**src/rtl/ring_buffer_moving_average_macros.svh**
```systemverilog
`ifndef RING_BUFFER_MOVING_AVERAGE_MACROS_SVH
`define RING_BUFFER_MOVING_AVERAGE_MACROS_SVH

// check a condition at every clock edge out of reset
`define RBMA_ASSERT_ALWAYS(lbl, cond, msg) \
  lbl: assert property (@(posedge clk_i) disable iff (!rst_ni) (cond)) else $error(msg);

// check that an antecedent implies a consequent in the same cycle
`define RBMA_ASSERT_IMPLY(lbl, ante, cons, msg) \
  lbl: assert property (@(posedge clk_i) disable iff (!rst_ni) (ante) |-> (cons)) \
    else $error(msg);

`endif

```
**src/rtl/rbma_pkg.sv**
```systemverilog
`default_nettype none

package rbma_pkg;

  localparam int unsigned DATA_W     = 16;
  localparam int unsigned FILL_W     = 7;
  localparam int unsigned IN_TDATA_W = 16;
  localparam int unsigned OUT_TDATA_W = 24;

  typedef enum logic [2:0] {
    ST_IDLE,
    ST_READ,
    ST_ACCUM,
    ST_DIV,
    ST_DONE
  } state_e;

endpackage

`default_nettype wire

```
**src/rtl/ring_buffer_moving_average.sv**
```systemverilog
// Flow: accept a sample in idle, read the oldest entry, update the sum, divide, load the output.
//   The divider takes SUM_W = 16 + clog2(WINDOW+1) quotient steps, i.e. 23 at WINDOW = 100.
// The one-bit-per-cycle divider runs to completion before the next item is accepted.
// Input is accepted only in idle; a finished result may wait in the output register.
// Reset clears count, pointer, sum and control; store entries are masked by the fill
//   count until written, so no clearing pass follows reset.
`default_nettype none

`include "ring_buffer_moving_average_macros.svh"

module ring_buffer_moving_average #(
  parameter int unsigned WINDOW = 100
) (
  input  wire logic                               clk_i,
  input  wire logic                               rst_ni,
  input  wire logic                               s_axis_tvalid,
  output logic                                    s_axis_tready,
  // [15:0] sample
  input  wire logic [rbma_pkg::IN_TDATA_W-1:0]    s_axis_tdata,
  output logic                                    m_axis_tvalid,
  input  wire logic                               m_axis_tready,
  // [15:0] average, [22:16] fill_count, [23] zero
  output logic [rbma_pkg::OUT_TDATA_W-1:0]        m_axis_tdata
);

  import rbma_pkg::*;

  localparam int unsigned CNT_W  = $clog2(WINDOW + 1);
  localparam int unsigned PTR_W  = $clog2(WINDOW);
  localparam int unsigned SUM_W  = DATA_W + CNT_W;
  localparam int unsigned STEP_W = $clog2(SUM_W);
  localparam logic [CNT_W-1:0]  WIN_CNT   = CNT_W'(WINDOW);
  localparam logic [PTR_W-1:0]  PTR_LAST  = PTR_W'(WINDOW - 1);
  localparam logic [STEP_W-1:0] STEP_LAST = STEP_W'(SUM_W - 1);

  state_e state_q, state_d;

  logic [DATA_W-1:0] mem_q [WINDOW];
  logic [DATA_W-1:0] rd_q;
  logic [DATA_W-1:0] sample_q;
  logic [PTR_W-1:0]  ptr_q, ptr_d;
  logic [CNT_W-1:0]  cnt_q, cnt_d;
  logic [SUM_W-1:0]  sum_q, sum_d;
  logic [SUM_W-1:0]  quo_q, quo_d;
  logic [CNT_W:0]    rem_q, rem_d;
  logic [STEP_W-1:0] step_q, step_d;
  logic              neg_q, neg_d;
  logic              out_valid_q, out_valid_d;
  logic [DATA_W-1:0] avg_q, avg_d;
  logic [FILL_W-1:0] fill_q, fill_d;

  logic              in_fire;
  logic              mem_re;
  logic              mem_we;
  logic              out_load;
  logic [SUM_W-1:0]  old_ext;
  logic [SUM_W-1:0]  new_ext;
  logic [CNT_W:0]    rem_sh;
  logic              rem_ge;
  logic [SUM_W-1:0]  res;
  logic [CNT_W+FILL_W-1:0] fill_ext;

  // next state
  always_comb begin
    state_d = state_q;
    case (state_q)
      ST_IDLE:  if (s_axis_tvalid) state_d = ST_READ;
      ST_READ:  state_d = ST_ACCUM;
      ST_ACCUM: state_d = ST_DIV;
      ST_DIV:   if (step_q == '0) state_d = ST_DONE;
      ST_DONE:  if (!out_valid_q || m_axis_tready) state_d = ST_IDLE;
      default:  state_d = ST_IDLE;
    endcase
  end

  // control outputs
  always_comb begin
    s_axis_tready = 1'b0;
    mem_re        = 1'b0;
    mem_we        = 1'b0;
    out_load      = 1'b0;
    case (state_q)
      ST_IDLE:  s_axis_tready = 1'b1;
      ST_READ:  mem_re = 1'b1;
      ST_ACCUM: mem_we = 1'b1;
      ST_DIV:   ;
      ST_DONE:  out_load = !out_valid_q || m_axis_tready;
      default:  ;
    endcase
  end

  assign in_fire = s_axis_tvalid && s_axis_tready;

  assign new_ext = {{(SUM_W - DATA_W){sample_q[DATA_W-1]}}, sample_q};
  assign old_ext = (cnt_q == WIN_CNT) ? {{(SUM_W - DATA_W){rd_q[DATA_W-1]}}, rd_q} : '0;

  assign rem_sh = {rem_q[CNT_W-1:0], quo_q[SUM_W-1]};
  assign rem_ge = rem_sh >= {1'b0, cnt_q};

  assign res      = neg_q ? (~quo_q + SUM_W'(1)) : quo_q;
  assign fill_ext = {{FILL_W{1'b0}}, cnt_q};

  // datapath
  always_comb begin
    ptr_d       = ptr_q;
    cnt_d       = cnt_q;
    sum_d       = sum_q;
    quo_d       = quo_q;
    rem_d       = rem_q;
    step_d      = step_q;
    neg_d       = neg_q;
    out_valid_d = out_valid_q;
    avg_d       = avg_q;
    fill_d      = fill_q;

    if (out_valid_q && m_axis_tready) begin
      out_valid_d = 1'b0;
    end

    if (mem_we) begin
      sum_d  = sum_q + new_ext - old_ext;
      ptr_d  = (ptr_q == PTR_LAST) ? '0 : ptr_q + PTR_W'(1);
      cnt_d  = (cnt_q == WIN_CNT) ? cnt_q : cnt_q + CNT_W'(1);
      neg_d  = sum_d[SUM_W-1];
      quo_d  = sum_d[SUM_W-1] ? (~sum_d + SUM_W'(1)) : sum_d;
      rem_d  = '0;
      step_d = STEP_LAST;
    end

    if (state_q == ST_DIV) begin
      quo_d  = {quo_q[SUM_W-2:0], rem_ge};
      rem_d  = rem_ge ? (rem_sh - {1'b0, cnt_q}) : rem_sh;
      step_d = step_q - STEP_W'(1);
    end

    if (out_load) begin
      out_valid_d = 1'b1;
      avg_d       = res[DATA_W-1:0];
      fill_d      = fill_ext[FILL_W-1:0];
    end
  end

  always_ff @(posedge clk_i or negedge rst_ni) begin
    if (!rst_ni) begin
      state_q     <= ST_IDLE;
      ptr_q       <= '0;
      cnt_q       <= '0;
      sum_q       <= '0;
      out_valid_q <= 1'b0;
    end else begin
      state_q     <= state_d;
      ptr_q       <= ptr_d;
      cnt_q       <= cnt_d;
      sum_q       <= sum_d;
      out_valid_q <= out_valid_d;
    end
  end

  always_ff @(posedge clk_i) begin
    if (in_fire) begin
      sample_q <= s_axis_tdata[DATA_W-1:0];
    end
    quo_q  <= quo_d;
    rem_q  <= rem_d;
    step_q <= step_d;
    neg_q  <= neg_d;
    avg_q  <= avg_d;
    fill_q <= fill_d;
  end

  always_ff @(posedge clk_i) begin
    if (mem_we) begin
      mem_q[ptr_q] <= sample_q;
    end
    if (mem_re) begin
      rd_q <= mem_q[ptr_q];
    end
  end

  assign m_axis_tvalid = out_valid_q;
  assign m_axis_tdata  = {1'b0, fill_q, avg_q};

  `RBMA_ASSERT_ALWAYS(a_cnt_range, cnt_q <= WIN_CNT, "fill count above window")
  `RBMA_ASSERT_ALWAYS(a_ptr_range, ptr_q <= PTR_LAST, "write pointer out of range")
  `RBMA_ASSERT_IMPLY(a_fill_ptr, (state_q == ST_ACCUM) && (cnt_q != WIN_CNT),
    ptr_q == cnt_q[PTR_W-1:0], "pointer and fill count disagree while filling")
  `RBMA_ASSERT_IMPLY(a_out_src, $rose(out_valid_q), $past(state_q == ST_DONE),
    "output valid raised outside done state")

endmodule

`default_nettype wire
```
**config.mk**
```make
export PLATFORM = sky130hd
export DESIGN_NAME = ring_buffer_moving_average
export DESIGN_NICKNAME = d
export VERILOG_FILES = /design/src/rtl/rbma_pkg.sv /design/src/rtl/ring_buffer_moving_average.sv
export VERILOG_INCLUDE_DIRS = /design/src /design/src/rtl
export SDC_FILE = /design/constraint.sdc
export NUM_CORES = 2
export LEC_CHECK = 0
export ABC_AREA = 1
export BUFFER_PORTS_ARGS = -buffer_cell sky130_fd_sc_hd__buf_2
export CAP_MARGIN = 20
export CORE_MARGIN = 1.5
export CORE_UTILIZATION = 55
export DETAILED_ROUTE_END_ITERATION = 6
export PLACE_DENSITY = 0.83
export SYNTH_ARGS = -nofsm -noshare
export SYNTH_HDL_FRONTEND = slang
export SYNTH_SLANG_ARGS = --single-unit
```
**constraint.sdc**
```tcl
create_clock -name clk_i -period 4.3 [get_ports clk_i]
set_input_delay 0.86 -clock clk_i [delete_from_list [all_inputs] [get_ports clk_i]]
set_output_delay 0.86 -clock clk_i [all_outputs]
set_load 0.02 [all_outputs]
```
==> impl_metrics.env <==
export IMPL_outcome="finished, violations left"
export IMPL_violations="DRC"
export IMPL_wl_per_cell_um=27.73
export IMPL_p_leak_uw=0.02692
export IMPL_gp_congestion=0.9423
export IMPL_vias=44720
export IMPL_synth_seq_area_share_pct=75.79
export IMPL_max_cap_violations=0
export IMPL_period_share_pct=92.41
export IMPL_cts_max_path_buffers=3
export IMPL_synth_cell_types=52
export IMPL_synth_commonest_cells="1,691 x edfxtp_1, 1,214 x nand2_1, 335 x inv_1"
export IMPL_placementRows=129
export IMPL_path_class="reg -> reg"
export IMPL_async_flop_share_pct=2.367
export IMPL_cp_endpoint="quo_q[15]"
export IMPL_tritoncts="yes"
export IMPL_root_buffer="clkbuf_16"
export IMPL_vdd_drop_max_mv=0.5302
export IMPL_synth_most_common_cell="edfxtp_1"
export IMPL_total_power_uw=51840
export IMPL_crit_fanout=16
export IMPL_worstMarginPinSlew_ns=1.231
export IMPL_area_growth_pct=12.90
export IMPL_grt_max_degree=101
export IMPL_end_kind="flip-flop"
export IMPL_hold_viol=0
export IMPL_clkPwrFrac_pct=27.3
export IMPL_synthCells=4981
export IMPL_io_buffer_count=44
export IMPL_dieArea_mm2=0.1264
export IMPL_r2r_slack_ns=0.33
export IMPL_grt_util_all_layers_pct=30.42
export IMPL_initial_utilization_pct=55.36
export IMPL_fin_util_pct=62.50
export IMPL_synth_top_area_share_pct=74.29
export IMPL_reg2reg_depth=26
export IMPL_die_x_um=355.5
export IMPL_slew_headroom_pct=17.92
export IMPL_r2r_start="cnt_q[0]"
export IMPL_r2r_end="quo_q[15]"
export IMPL_synth_avg_cell_area_um2=13.72
export IMPL_nets=5295
export IMPL_synth_edf_count=1691
export IMPL_swShare_pct=36.84
export IMPL_grt_antenna_before_repair=9
export IMPL_combinationalPowerShare_pct=33.4
export IMPL_startpoint="cnt_q[0]"
export IMPL_path_clk_slew_ns=0.06
export IMPL_syn_area_mm2=0.06835
export IMPL_drt_pass1_iter_count=7
export IMPL_p_int_uw=32740
export IMPL_hold_path_class="in -> reg"
export IMPL_clkLatencyLatePin_ns=0.84
export IMPL_clock_sinks=1732
export IMPL_syn_num_nets=5061
export IMPL_drtIter0Drc=7197
export IMPL_period_minus_slack_ns=3.974
export IMPL_drive_gt1_share_pct=11.38
export IMPL_slew_viol_final=0
export IMPL_synth_area_leaders="edfxtp_1 74%, nand2_1 6.7%, a22oi_1 2.2%"
export IMPL_synth_top_area_cell="edfxtp_1"
export IMPL_power_switching_uw=19100
export IMPL_fin_skew_ns=0.06084
export IMPL_finalSetupViolCount=0
export IMPL_dieHeight_um=355.5
export IMPL_grt_overflow=0
export IMPL_seqPwrFrac_pct=39.3
export IMPL_drt_wl_total_um=193600
export IMPL_drt_vias_per_instance=6.404
export IMPL_drc=7
export IMPL_clock_fmax_mhz=251.7
export IMPL_crit_required_ns=4.79
export IMPL_grt_pass1_vias=43520
export IMPL_rsz0062_at_grt="false"
export IMPL_ant_nets=0
export IMPL_grt_pass1_wl_um=279900
export IMPL_powerDensity_mw_per_mm2=671.8
export IMPL_ys_warn_count=0
export IMPL_synth_main_ff_cell="edfxtp_1"
export IMPL_worstPathArrival_ns=4.47
export IMPL_io_pins=46
export IMPL_ys_seq_elements=1732
export IMPL_htreeDepth=4
export IMPL_cts_inserted_buffers=162
export IMPL_dp_hpwl_um=111300
export IMPL_core_area_mm2=0.1235
export IMPL_start_kind="flip-flop"
## worst max-delay path, cell delays in order (launching register included)
cell and delay [ns]:
dfrtp_1 0.37, inv_1 0.07, ha_1 0.14, nand2_1 0.08, nor3_4 0.16, nand3_2 0.12
buf_12 0.17, nor2_1 0.13, fa_1 0.44, inv_1 0.07, ha_1 0.28, nand2_1 0.14
inv_1 0.06, nand2_1 0.10, nand2_1 0.09, nand2_1 0.10, nand3_1 0.08, nand2_1 0.07
nand2_1 0.13, nor2_1 0.16, nand2_2 0.10, nor2_4 0.17, nand2_1 0.09, nand2_1 0.07
nand2_1 0.06, nand3_1 0.07, o21ai_0 0.12
## how the worst min path moves through the flow
| stage | slack [ns] | depth (start not counted) | end | startpoint |
|---|---|---|---|---|
| global placement | 0.45 | 0 | fill_q[5] | cnt_q[5] |
| finish | 0.25 | 1 | sample_q[13] | s_axis_tdata[13] |
| floorplan | 0.45 | 0 | fill_q[6] | cnt_q[6] |
| global route | 0.23 | 1 | sample_q[13] | s_axis_tdata[13] |
| detailed placement | 0.47 | 0 | fill_q[5] | cnt_q[5] |
| CTS | 0.20 | 1 | sample_q[13] | s_axis_tdata[13] |
## timing repair
| item | 4_1_cts | 5_1_grt |
|---|---|---|
| setup buffers | 0 | 0 |
| hold endpoints to repair | 13 | 0 |
| endpoints found under the setup margin | 0 | 21 |
| hold buffers | 1 | 0 |
| gates resized for setup | 0 | 16 |
## kinds of logic after synthesis
family / Yosys count / share of synthesized area [%]
AOI/OAI and AO/OA: 681 / 7.218
xor gates and xnor gates: 33 / 0.4229
adders and majority gates: 60 / 1.351
buffers and inverters: 567 / 3.474
DFF: 1732 / 75.79
other: 1 / 0.005486
and+or+nand+nor: 1907 / 11.74
## cells in the final DEF (no fill, tap or decap), types with 16 or more instances in the layout
| cell type | instances |
|---|---|
| a22oi_1 | 198 |
| ha_1 | 32 |
| and3_1 | 18 |
| a221oi_1 | 117 |
| inv_1 | 332 |
| clkinv_2 | 22 |
| clkbuf_1 | 41 |
| nand3b_1 | 16 |
| nand4_1 | 188 |
| fa_1 | 23 |
| nand2_2 | 18 |
| clkinv_1 | 35 |
| o21ai_0 | 145 |
| nand2_1 | 1205 |
| o22ai_1 | 16 |
| clkbuf_16 | 162 |
| a22o_1 | 48 |
| nand3_1 | 116 |
| a221oi_2 | 26 |
| buf_12 | 22 |
| buf_4 | 221 |
| xor2_1 | 27 |
| dfrtp_1 | 41 |
| a21oi_1 | 77 |
| buf_2 | 44 |
| nor2_1 | 290 |
| edfxtp_1 | 1691 |
## per-layer routing
| metal | up-vias | track usage (%) | part of all wire [%] |
|---|---|---|---|
| li1 | 18630 | - | - |
| met1 | 21500 | 38.03 | 33 |
| met2 | 3758 | 47.32 | 46 |
| met3 | 816 | 8.353 | 14 |
| met4 | 16 | 19.05 | 7.1 |
| met5 | - | 0 | 0.058 |
## layout make-up
type                            instances  area (um2)
Clock buffer                          207        4263
Clock inverter                         84       938.4
Antenna cell                            4       10.01
Multi-Input combinational cell       2682       14380
Sequential cell                      1732       51800
Tap cell                             1637        2048
Fill cell                            8251       46310
Timing Repair Buffer                  291        2396
Inverter                              346        1331
## sequential cells by signal, summed over array words and instances, names as in the netlist
| register | cells |
|---|---|
| quo_q | 23 |
| cnt_q | 7 |
| ptr_q | 7 |
| rd_q | 16 |
| state_q | 3 |
| rem_q | 7 |
| mem_q | 1600 |
| step_q | 5 |
| avg_q | 16 |
| sum_q | 23 |
| fill_q | 7 |
| m_axis_tvalid | 1 |
| neg_q | 1 |
| sample_q | 16 |
## power groups by stage
stage / logic, uW / registers, uW / clock network [uW]
floorplan: 10100 / 21000 / 0
global placement: 16000 / 20700 / 0
detailed placement: 16400 / 20700 / 0
CTS: 16600 / 20400 / 14100
global route: 18400 / 20400 / 14800
finish: 17300 / 20400 / 14100
## through the flow
step | TNS, ns | instances | setup slack (ns) | cell area (um2) | hold slack [ns]
after floorplan | -1.723 | 4981 | -0.1159 | 68460 | 0.4464
after global placement | 0 | 6682 | 0.2455 | 71780 | 0.4548
after detailed placement | 0 | 6682 | 0.1536 | 71780 | 0.4680
after CTS | 0 | 6974 | 0.1195 | 76990 | 0.1984
after global routing | 0 | 6979 | 0.01113 | 77160 | 0.2260
final | 0 | 6983 | 0.3263 | 77170 | 0.2463
Note: power is estimated with default switching activity, not from simulation.
